**config.mk**
```make
export PLATFORM = sky130hd
export DESIGN_NAME = pld_div
export DESIGN_NICKNAME = d
export VERILOG_FILES = /design/src/design/pld_pkg.sv /design/src/design/pld_div.sv
export SDC_FILE = /design/constraint.sdc
export NUM_CORES = 1
export LEC_CHECK = 0
export BUFFER_PORTS_ARGS = -buffer_cell sky130_fd_sc_hd__buf_2
export CORE_MARGIN = 8
export CORE_UTILIZATION = 35
export DETAILED_ROUTE_END_ITERATION = 16
export PLACE_DENSITY_LB_ADDON = 0.25
export SETUP_SLACK_MARGIN = 0.1
export SLEW_MARGIN = 5
export SYNTH_ARGS = -nofsm -noshare
export SYNTH_HDL_FRONTEND = slang
export SYNTH_SLANG_ARGS = --single-unit
```
**constraint.sdc**
```tcl
create_clock -name clk_i -period 2.35 [get_ports clk_i]
set_input_delay 0.235 -clock clk_i [delete_from_list [all_inputs] [get_ports clk_i]]
set_output_delay 0.235 -clock clk_i [all_outputs]
set_load 0.02 [all_outputs]
```
**src/design/pld_pkg.sv**
```systemverilog
// shared constants and types of the pairwise l1 distance kernel
// no dependencies; used by every module of the block
package pld_pkg;

  // table geometry
  localparam int unsigned MAX_ITEMS    = 256;
  localparam int unsigned MAX_FEATURES = 64;
  localparam int unsigned ITEM_W       = $clog2(MAX_ITEMS);
  localparam int unsigned FEAT_W       = $clog2(MAX_FEATURES);
  localparam int unsigned ADDR_W       = ITEM_W + FEAT_W;
  localparam int unsigned DEPTH        = MAX_ITEMS * MAX_FEATURES;

  // element and arithmetic widths
  localparam int unsigned DATA_W    = 16;
  localparam int unsigned CNT_W     = 7;
  localparam int unsigned SUM_W     = DATA_W + FEAT_W;
  localparam int unsigned REM_W     = CNT_W + 1;
  localparam int unsigned DIV_STEPS = SUM_W;
  localparam int unsigned STEP_W    = $clog2(DIV_STEPS + 1);

  // configuration port
  localparam int unsigned PADDR_W = 3;
  localparam int unsigned PDATA_W = 32;
  localparam logic        REG_FEATURE_COUNT = 1'b0;
  localparam logic [CNT_W-1:0] FC_RESET = CNT_W'(64);

  // request opcodes
  localparam logic OP_LOAD  = 1'b0;
  localparam logic OP_QUERY = 1'b1;

  // divider handshake
  typedef struct packed {
    logic busy;
    logic done;
  } div_status_t;

endpackage

```
**src/design/pld_div.sv**
```systemverilog
// bit-serial restoring divider for the sum of absolute differences
// depends on pld_pkg for widths and the status struct
module pld_div import pld_pkg::*; (
  input  logic              clk_i,
  input  logic              rst_ni,
  input  logic              start_i,
  input  logic [SUM_W-1:0]  dividend_i,
  input  logic [CNT_W-1:0]  divisor_i,
  output div_status_t       status_o,
  output logic [DATA_W-1:0] quotient_o
);

  logic [SUM_W-1:0]  quo_q, quo_d;
  logic [REM_W-1:0]  rem_q, rem_d;
  logic [CNT_W-1:0]  dvs_q;
  logic [STEP_W-1:0] step_q;
  logic              busy_q, done_q;
  logic [REM_W-1:0]  rem_sh;
  logic              ge;

  // one quotient bit per cycle
  always_comb begin
    rem_sh = {rem_q[REM_W-2:0], quo_q[SUM_W-1]};
    ge     = rem_sh >= {1'b0, dvs_q};
    rem_d  = ge ? (rem_sh - {1'b0, dvs_q}) : rem_sh;
    quo_d  = {quo_q[SUM_W-2:0], ge};
  end

  // control
  always_ff @(posedge clk_i or negedge rst_ni) begin
    if (!rst_ni) begin
      busy_q <= 1'b0;
      done_q <= 1'b0;
      step_q <= '0;
    end else begin
      done_q <= !start_i && busy_q && (step_q == STEP_W'(1));
      if (start_i) begin
        busy_q <= 1'b1;
        step_q <= STEP_W'(DIV_STEPS);
      end else if (busy_q) begin
        step_q <= step_q - STEP_W'(1);
        if (step_q == STEP_W'(1)) begin
          busy_q <= 1'b0;
        end
      end
    end
  end

  // datapath
  always_ff @(posedge clk_i) begin
    if (start_i) begin
      quo_q <= dividend_i;
      rem_q <= '0;
      dvs_q <= divisor_i;
    end else if (busy_q) begin
      quo_q <= quo_d;
      rem_q <= rem_d;
    end
  end

  assign status_o.busy = busy_q;
  assign status_o.done = done_q;
  assign quotient_o    = quo_q[DATA_W-1:0];

endmodule

```
==> results_dict.tcl, run 1 <==
set metrics [dict create \
    rsz0062_at_grt "no" \
    ctsRootBufferMaster "clkbuf_8" \
    start_util_pct 36.04 \
    drive_above_1_share_pct 38.59 \
    finalSetupViolCount 0 \
    core-area_um2 6756 \
    worst_ep_required_time_ns 2.56 \
    antennaDiodeCount 0 \
    crit_chain "inv_1 -> ha_1 -> fa_1 -> nand2b_1 -> a211o_1 -> and3_1 -> a311oi_2" \
    antenna_found_initial 0 \
    fp.dieH_um 99.41 \
    ys_async_sr_fraction_pct 16.28 \
    via_count 1566 \
    grt_pass1_wl_mm 7.672 \
    io_pins 50 \
    synth-edff-count 29 \
    cts_tree "done" \
    grt_pass1_vias 1586 \
    netlist_instances 206 \
    hold_viol_final 0 \
    final.setup.tns_ns 0 \
    fillers 673 \
    cp.arrival_ns 2.32 \
    yosys_warnings 0 \
    synth_cell_types 49 \
    htreeDepth 2 \
    start_kind "flop" \
    gr-total-overflow 0 \
    cts_setup_buffers 0 \
    vias_per_cell 4.879 \
    p_leak_nw 1.144 \
    crit_slowest_cell "fa_1" \
    drtIter0Drc 49 \
    finalMaxSlewViolations 0 \
    critPathKind "reg -> reg" \
    power.density_nw_per_um2 892.8 \
    ff_latch_area_um2 1186 \
    syn_area_um2 2435 \
    clkSlewWorstSetupHoldPaths_ns 0.08 \
    drc 0 \
    grt_max_degree 23 \
    wl_per_cell_um 14.47 \
    syn_avg_cell_area_um2 11.82 \
    syn2layout_area_growth_pct 11.46 \
    nets 282 \
    crit_path_end_kind "flop" \
    totalWireLength_mm 4.646 \
    place_hpwl_mm 3.430 \
    period_share_pct 89.67 \
    min_period_ns 2.107 \
    fmax_mhz 474.5 \
    slew_headroom_pct 65.49 \
    yosysSeqAreaShare_pct 48.72 \
    slowest_delay_ns 0.39 \
    outcome "finished clean" \
    skew_ns 0.003605 \
    final_cell_mix "buf_2, edfxtp_1, mux2_2" \
    dieArea_um2 9881 \
    whs_ns 0.1057 \
    row_count 30 \
    cts_sinks 43 \
    grt_usage_pct 9.732 \
    synth_fp_nets 248 \
    first_pass_iters 4 \
    gp_congestion 0.7129 \
    ant_nets 0 \
    tightestPinTransition_ns 0.5177 \
    clk_path_buf_depth 2 \
    final_common_cell "buf_2" \
    cp_max_fo 6 \
    clk_latency_ns 0.30 \
    synth_seq_cells 43 \
    portBuffers 49 \
    drv_cap 0 \
    synth_ff_type "edfxtp_1" \
    multiInputGateArea_um2 997.2 \
    numCtsBuffers 5 \
    worstHoldPathType "in -> reg" \
    post-route-util_pct 40.17 \
    die_w_um 99.41 \
    ir_worst_vdd_v 0.0002845 \
]
==> logic make-up after synthesis <==
kind of cell | count (synthesis) | share of synthesized area, %
XOR/XNOR | 6 | 2.158
multiplexers | 22 | 10.12
flip-flops | 43 | 48.72
AO/OA/AOI/OAI | 34 | 11.72
adder cells (fa/ha/maj) | 10 | 5.447
buffers and inverters | 42 | 10.33
AND/OR/NAND/NOR | 49 | 11.51
==> where the power goes <==
group	internal, mW	switching (mW)
Combinational	0.438	0.487
Clock	0.208	0.261
Sequential	0.942	0.0868
==> critical path, delay by kind of cell, from the launching register on <==
| family | cells | cell delay (ns) |
|---|---|---|
| AOI/OAI and AO/OA | 2 | 0.57 |
| buffers and inverters | 1 | 0.06 |
| adders and majority gates | 2 | 0.61 |
| DFF | 1 | 0.34 |
| and+or+nand+nor | 2 | 0.44 |
==> per-layer routing <==
metal	share of wire, %	GRT usage, %	vias up
met2	47	15.13	29
met5	0	0	-
met1	47	12.10	736
li1	-	-	793
met3	4.7	2.654	8
met4	1.7	4.889	0
==> synthesized netlist by cell type, drive strengths merged, types with 2 or more instances <==
master / instances / area (um^2)
a211oi: 3 / 35.03
o21a: 2 / 15.01
nor3b: 6 / 45.04
a31oi: 2 / 12.51
nand2: 8 / 30.03
buf: 23 / 180.2
nand4: 2 / 12.51
inv: 14 / 52.55
clkbuf: 5 / 18.77
a41oi: 4 / 35.03
o21bai: 2 / 15.01
o31ai: 2 / 15.01
nor3: 3 / 15.01
a311oi: 2 / 30.03
ha: 9 / 112.6
o21ai: 6 / 30.03
nand2b: 5 / 31.28
xnor2: 5 / 43.79
edfxtp: 29 / 870.8
dfxtp: 7 / 140.1
nor2b: 4 / 25.02
or2: 4 / 25.03
dfrtp: 7 / 175.2
a21o: 2 / 15.01
mux2: 21 / 236.5
nor2: 10 / 37.54
==> through the flow <==
step                      area (um^2)  cells  setup WS (ns)  power (mW)
after floorplan                  2435    206         0.2458       1.819
after global placement           2619    312         0.3136       1.974
after detailed placement         2619    312         0.2718       1.973
after CTS                        2714    321         0.2328       2.452
after global routing             2714    321         0.1016       2.600
final                            2714    321         0.2427       2.423
==> sequential cells by signal (all words and copies together) (netlist names) <==
register	count
busy_q	1
done_q	1
rem_q	7
dvs_q	7
step_q	5
quo_q	22
==> final cells by class <==
class / count / area share (%)
multi-input cells: 121 / 36.75
clock buffers: 6 / 2.674
inverters: 14 / 1.936
repair buffers: 55 / 10.79
well taps: 80 / 3.688
clock inverters: 2 / 0.4610
flip-flops and latches: 43 / 43.71
==> worst paths after layout <==
path	start	end	slack [ns]	depth (start not counted)
setup / recovery	quo_q[21]$_DFFE_PP_	rem_q[2]$_SDFFE_PP0P_	0.24	7
hold / removal	divisor_i[4]	dvs_q[4]$_DFFE_PP_	0.11	1
setup reg to reg	quo_q[21]$_DFFE_PP_	rem_q[2]$_SDFFE_PP0P_	0.24	7
hold reg to reg	step_q[4]$_DFFE_PN0P_	step_q[4]$_DFFE_PN0P_	0.54	2
max in group asynchronous	rst_ni	step_q[1]$_DFFE_PN0P_	1.91	2
min in group asynchronous	rst_ni	step_q[0]$_DFFE_PN0P_	0.29	2
==> what timing repair did <==
item,4_1_cts,5_1_grt
endpoints found under the hold margin,7,0
hold buffers,1,0
gates resized for setup,0,0
No activity file was read; power rests on OpenSTA's default activity.
==> run 2, diff against run 1 <==
--- a/config.mk
+++ b/config.mk
@@ -6,6 +6,7 @@
 export NUM_CORES = 1
 export LEC_CHECK = 0
 export BUFFER_PORTS_ARGS = -buffer_cell sky130_fd_sc_hd__buf_2
+export CAP_MARGIN = 40
 export CORE_MARGIN = 8
 export CORE_UTILIZATION = 35
 export DETAILED_ROUTE_END_ITERATION = 16
==> constraint.sdc (replaced) <==
create_clock -name clk_i -period 1.8 [get_ports clk_i]
set_input_delay 0.18 -clock clk_i [delete_from_list [all_inputs] [get_ports clk_i]]
set_output_delay 0.18 -clock clk_i [all_outputs]
set_load 0.02 [all_outputs]
==> run 2 against run 1 <==
The run now ends with setup timing left. Flip-flop and latch count unchanged. Largest power group is now combinational logic. Total power increased by 36%. Critical path type unchanged. Highest routed layer unchanged. Largest cell class unchanged. Critical endpoint is now rem_q[6]$_SDFFE_PP0P_. Register-to-register slack got worse by 0.36 ns. Combinational power increased by 48%. First-iteration DRC count is 8.2% higher. Die area is the same.
==> results_dict.tcl, run 2 (synthesized netlist as in run 1, its figures left out) <==
set metrics [dict create \
    drive_above_1_share_pct 44.00 \
    top_regs "quo_q (22), dvs_q (7), rem_q (7)" \
    portBuffers 49 \
    fmax_mhz 522.9 \
    row_count 30 \
    antennaDiodeCount 0 \
    worstHoldPathType "in -> reg" \
    critPathLaunch "quo_q[21]$_DFFE_PP_" \
    layout_setup_ws_ns -0.1123 \
    htreeDepth 2 \
    io_pins 50 \
    tightestPinTransition_ns 0.5252 \
    grt_max_degree 32 \
    first_pass_iters 6 \
    dpl.cell_count 320 \
    drv_cap 0 \
    crit_path_end_kind "flop" \
    finalSetupViolCount 7 \
    grt_pass1_vias 1667 \
    antenna_found_initial 0 \
    busiest_layer "met2" \
    post-place-ws_ns -0.1408 \
    final_common_cell "buf_2" \
    grt_pass1_wl_mm 7.935 \
    vias_per_cell 4.912 \
    final_cells 330 \
    start_util_pct 36.04 \
    period_share_pct 106.2 \
    p_leak_nw 1.203 \
    dieArea_um2 9881 \
    clkSlewWorstSetupHoldPaths_ns 0.08 \
    outcome "complete, but fails checks" \
    drc 0 \
    fp.dieH_um 99.41 \
    grt_use_met2_pct 16.22 \
    gr-total-overflow 0 \
    nets 291 \
    cts_sinks 43 \
    skew_ns 0.005279 \
    use_met3_pct 3.771 \
    r2r-end "rem_q[6]$_SDFFE_PP0P_" \
    final_cell_mix "buf_2, edfxtp_1, mux2_2" \
    cp_max_fo 8 \
    ant_nets 0 \
    reg2reg_from "quo_q[21]$_DFFE_PP_" \
    min_period_ns 1.912 \
    whs_ns 0.05881 \
    worst_ep_required_time_ns 2.03 \
    cp.arrival_ns 2.14 \
    totalWireLength_mm 4.701 \
    slew_headroom_pct 64.99 \
    grtUsageMet1_pct 11.82 \
    start_kind "flop" \
    largest-register "quo_q" \
    power.density_nw_per_um2 1163 \
    grt_usage_pct 10.00 \
    rsz0062_at_grt "yes" \
    clk_latency_ns 0.29 \
    core-area_um2 6756 \
    wl_per_cell_um 14.25 \
    syn2layout_area_growth_pct 16.75 \
    cts_tree "done" \
    largest_reg_flops 22 \
    numCtsBuffers 5 \
    clk_path_buf_depth 2 \
    finalMaxSlewViolations 0 \
    reg2reg_depth 8 \
    violations "setup timing" \
    ctsRootBufferMaster "clkbuf_8" \
    critPathKind "reg -> reg" \
    hold_viol_final 0 \
    die_w_um 99.41 \
    via_count 1621 \
    drtIter0Drc 53 \
    regToRegSetupSlack_ns -0.11 \
    crit_path_end "rem_q[6]$_SDFFE_PP0P_" \
    place_hpwl_mm 3.556 \
    gp_congestion 0.7744 \
    ir_worst_vdd_v 0.0005167 \
]
## run 2: cell count changes in the layout (fill, tap and decap cells not counted), moves of 2 or more
cell,previous run,this run
a41oi_1,4,2
o21ai_0,6,4
buf_4,5,12
a41oi_2,0,2
## run 2: how the worst min path moves through the flow
stage	end	slack [ns]	cells after the start	startpoint
after detailed placement	step_q[4]$_DFFE_PN0P_	0.02	1	rst_ni
final	dvs_q[3]$_DFFE_PP_	0.06	1	divisor_i[3]
after global placement	step_q[4]$_DFFE_PN0P_	0.02	1	rst_ni
after CTS	dvs_q[3]$_DFFE_PP_	0.04	1	divisor_i[3]
after floorplan	busy_q$_DFF_PN0_	-0.12	0	rst_ni
after global routing	dvs_q[6]$_DFFE_PP_	0.04	1	divisor_i[6]
## run 2: routing by layer
| metal | share of wire [%] | routed length (um) | up-vias |
|---|---|---|---|
| li1 | - | - | 810 |
| met1 | 45 | 2114 | 779 |
| met2 | 49 | 2280 | 25 |
| met3 | 5.0 | 236 | 7 |
| met4 | 1.5 | 70 | 0 |
| met5 | 0 | 0 | - |
## run 2: worst max-delay path, cell delays in order, from the launching register on
cell      delay, ns
edfxtp_1       0.34
inv_2          0.04
ha_2           0.19
fa_2           0.34
nand2b_4       0.15
a211o_1        0.28
buf_6          0.15
a31o_4         0.24
o21ai_2        0.11
## run 2: through the flow
stage / utilization [%] / total power [mW] / cell area, um^2 / setup TNS [ns]
3_5_place_dp: 40.02 / 2.670 / 2704 / -0.8640
5_1_grt: 42.07 / 3.550 / 2843 / -1.192
6_report: 42.07 / 3.305 / 2843 / -0.5792
4_1_cts: 42.07 / 3.349 / 2843 / -0.5686
2_1_floorplan: - / 2.399 / 2447 / -1.069
3_3_place_gp: 40.02 / 2.659 / 2704 / -0.5542
## run 2: layout make-up
class                   count  area, um^2
clock buffers               6       72.57
clock inverters             2       12.51
fillers                   675        3914
inverters                  14       52.55
multi-input cells         121        1042
flip-flops and latches     43        1186
well taps                  80       100.1
repair buffers             64       376.6
## run 2: what timing repair did
item,4_1_cts,5_1_grt
setup endpoints to repair,8,8
gates cloned,0,0
pin swaps,2,1
buffers inserted,1,0
hold buffers,1,0
gates resized for setup,8,0
endpoints found under the hold margin,7,0
## run 2: power breakdown
group,internal (mW),switching (mW),leakage (nW)
Combinational,0.677,0.688,0.723
Sequential,1.23,0.110,0.438
Clock,0.271,0.328,0.0412
Total,2.18,1.13,1.20
==> run 3, diff against run 2 <==
--- a/config.mk
+++ b/config.mk
@@ -16,3 +16,4 @@
 export SYNTH_ARGS = -nofsm -noshare
 export SYNTH_HDL_FRONTEND = slang
 export SYNTH_SLANG_ARGS = --single-unit
+export TNS_END_PERCENT = 10
==> run 3 against run 2 <==
The run still ends with setup timing left. Combinational power barely moved. Via count fell by 0.68%. Register-to-register slack barely moved. Clock skew rose by 0.00056 ns. Largest power group unchanged.
==> results_dict.tcl, run 3 (synthesized netlist as in run 1, its figures left out) <==
set metrics [dict create \
    gp_congestion 0.7686 \
    period_share_pct 105.8 \
    drtIter0Drc 43 \
    totalWireLength_mm 4.869 \
    critPathKind "reg -> reg" \
    violations "setup timing" \
    fmax_mhz 525.3 \
    wl_per_cell_um 14.71 \
    largest_reg_flops 22 \
    htreeDepth 2 \
    crit_chain "ha_2 -> fa_2 -> nand2b_4 -> a211o_1 -> buf_6 -> a31o_4 -> o21ai_1" \
    via_count 1610 \
    finalSetupViolCount 7 \
    power.density_nw_per_um2 1242 \
    multiInputGateArea_um2 1039 \
    final_common_cell "buf_2" \
    outcome "complete, but fails checks" \
    largest-register "quo_q" \
    antenna_found_initial 0 \
    cts_tree "done" \
    final_cell_mix "buf_2, edfxtp_1, mux2_2" \
    cp.buffers_inverters 1 \
    nets 292 \
    cts_setup_buffers 0 \
    start_util_pct 36.04 \
    die_w_um 99.41 \
    layout_setup_ws_ns -0.1038 \
    fp.dieH_um 99.41 \
    drc 0 \
    antennaDiodeCount 0 \
    core-area_um2 6756 \
    design_area_um2 2894 \
    final.setup.tns_ns -0.5424 \
    grt_pass1_vias 1728 \
    fillers 663 \
    ant_nets 0 \
    portBuffers 49 \
    clkSlewWorstSetupHoldPaths_ns 0.08 \
    syn2layout_area_growth_pct 18.86 \
    rsz0062_at_grt "yes" \
    io_pins 50 \
    dieArea_um2 9881 \
    ir_worst_vdd_v 0.0004341 \
    cp_max_fo 8 \
    crit_path_end_kind "flop" \
    row_count 30 \
    clk_path_buf_depth 2 \
    first_pass_iters 4 \
    start_kind "flop" \
    p_leak_nw 1.232 \
    ctsRootBufferMaster "clkbuf_8" \
    numCtsBuffers 5 \
    worstHoldPathType "in -> reg" \
    worst_ep_required_time_ns 2.03 \
    drv_cap 0 \
    clk_latency_ns 0.29 \
    cts_sinks 43 \
    top_regs "quo_q (22), dvs_q (7), rem_q (7)" \
    gr-total-overflow 0 \
    cp_top_family "compound AO/OA/AOI/OAI gates" \
    grt_usage_pct 10.21 \
    vias_per_cell 4.864 \
    tightestPinTransition_ns 0.5132 \
    hold_viol_final 0 \
    grt_pass1_wl_mm 8.148 \
    slowest_delay_ns 0.38 \
    crit_slowest_cell "edfxtp_1" \
    min_period_ns 1.904 \
    ff_latch_area_um2 1186 \
    grt_max_degree 25 \
    cp.arrival_ns 2.13 \
    place_hpwl_mm 3.657 \
    dpl_cell_area_um2 2719 \
    finalMaxSlewViolations 0 \
    drive_above_1_share_pct 43.82 \
    slew_headroom_pct 65.79 \
    skew_ns 0.005842 \
]
[run 3: cell count changes in the layout (fill, tap and decap cells not counted), sizes merged]
cell and delta:
clkinvlp -1, clkinv -1, bufinv +2, buf +1
[run 3: metal layers]
metal | part of all wire [%] | up-vias | global-route usage (%)
li1 | - | 815 | -
met1 | 44 | 760 | 11.60
met2 | 50 | 27 | 17.51
met3 | 4.6 | 8 | 3.003
met4 | 1.4 | 0 | 4.075
met5 | 0 | - | 0
[run 3: worst reg2reg max path: cells and delay by family, from the launching register on]
| family | cells | cell delay [ns] |
|---|---|---|
| simple gates | 1 | 0.15 |
| fa+ha+maj | 2 | 0.54 |
| compound gates | 3 | 0.63 |
| flops | 1 | 0.38 |
| buf+inv | 1 | 0.15 |
[run 3: through the flow]
| stage | hold slack [ns] | total power [mW] | setup slack (ns) | instances | utilization, % |
|---|---|---|---|---|---|
| after floorplan | -0.1156 | 2.393 | -0.2155 | 206 | - |
| after global placement | 0.02541 | 2.661 | -0.1085 | 322 | 40.24 |
| after detailed placement | 0.02250 | 2.678 | -0.1531 | 322 | 40.24 |
| after CTS | 0.04454 | 3.645 | -0.1534 | 331 | 42.83 |
| after global routing | 0.03747 | 3.851 | -0.1988 | 331 | 42.83 |
| final | 0.05527 | 3.594 | -0.1038 | 331 | 42.83 |
[run 3: area by class of cell]
type | count | share of cell area (%)
clock buffers | 6 | 2.508
clock inverters | 2 | 2.075
inverters | 14 | 1.816
multi-input cells | 121 | 35.88
flip-flops and latches | 43 | 40.99
well taps | 80 | 3.459
repair buffers | 65 | 13.27
[run 3: what timing repair did]
action,4_1_cts,5_1_grt
resized for setup,8,1
cloned,0,0
hold buffers,1,0
pin swaps,2,2
hold endpoints to repair,7,0
setup endpoints to repair,8,8
[run 3: power breakdown]
| group | internal, mW | switching (mW) |
|---|---|---|
| Clock | 0.555 | 0.333 |
| Sequential | 1.23 | 0.112 |
| Combinational | 0.677 | 0.687 |
[run 3: path summary, 6_finish.rpt]
| path | from | cells after the start | end | slack, ns |
|---|---|---|---|---|
| max | dvs_q[0]$_DFFE_PP_ | 7 | rem_q[5]$_SDFFE_PP0P_ | -0.10 |
| min | divisor_i[3] | 1 | dvs_q[3]$_DFFE_PP_ | 0.06 |
| max reg2reg | dvs_q[0]$_DFFE_PP_ | 7 | rem_q[5]$_SDFFE_PP0P_ | -0.10 |
| min reg2reg | step_q[4]$_DFFE_PN0P_ | 2 | step_q[4]$_DFFE_PN0P_ | 0.53 |
| max in group asynchronous | rst_ni | 2 | step_q[3]$_DFFE_PN0P_ | 1.41 |
| min in group asynchronous | rst_ni | 2 | step_q[1]$_DFFE_PN0P_ | 0.24 |
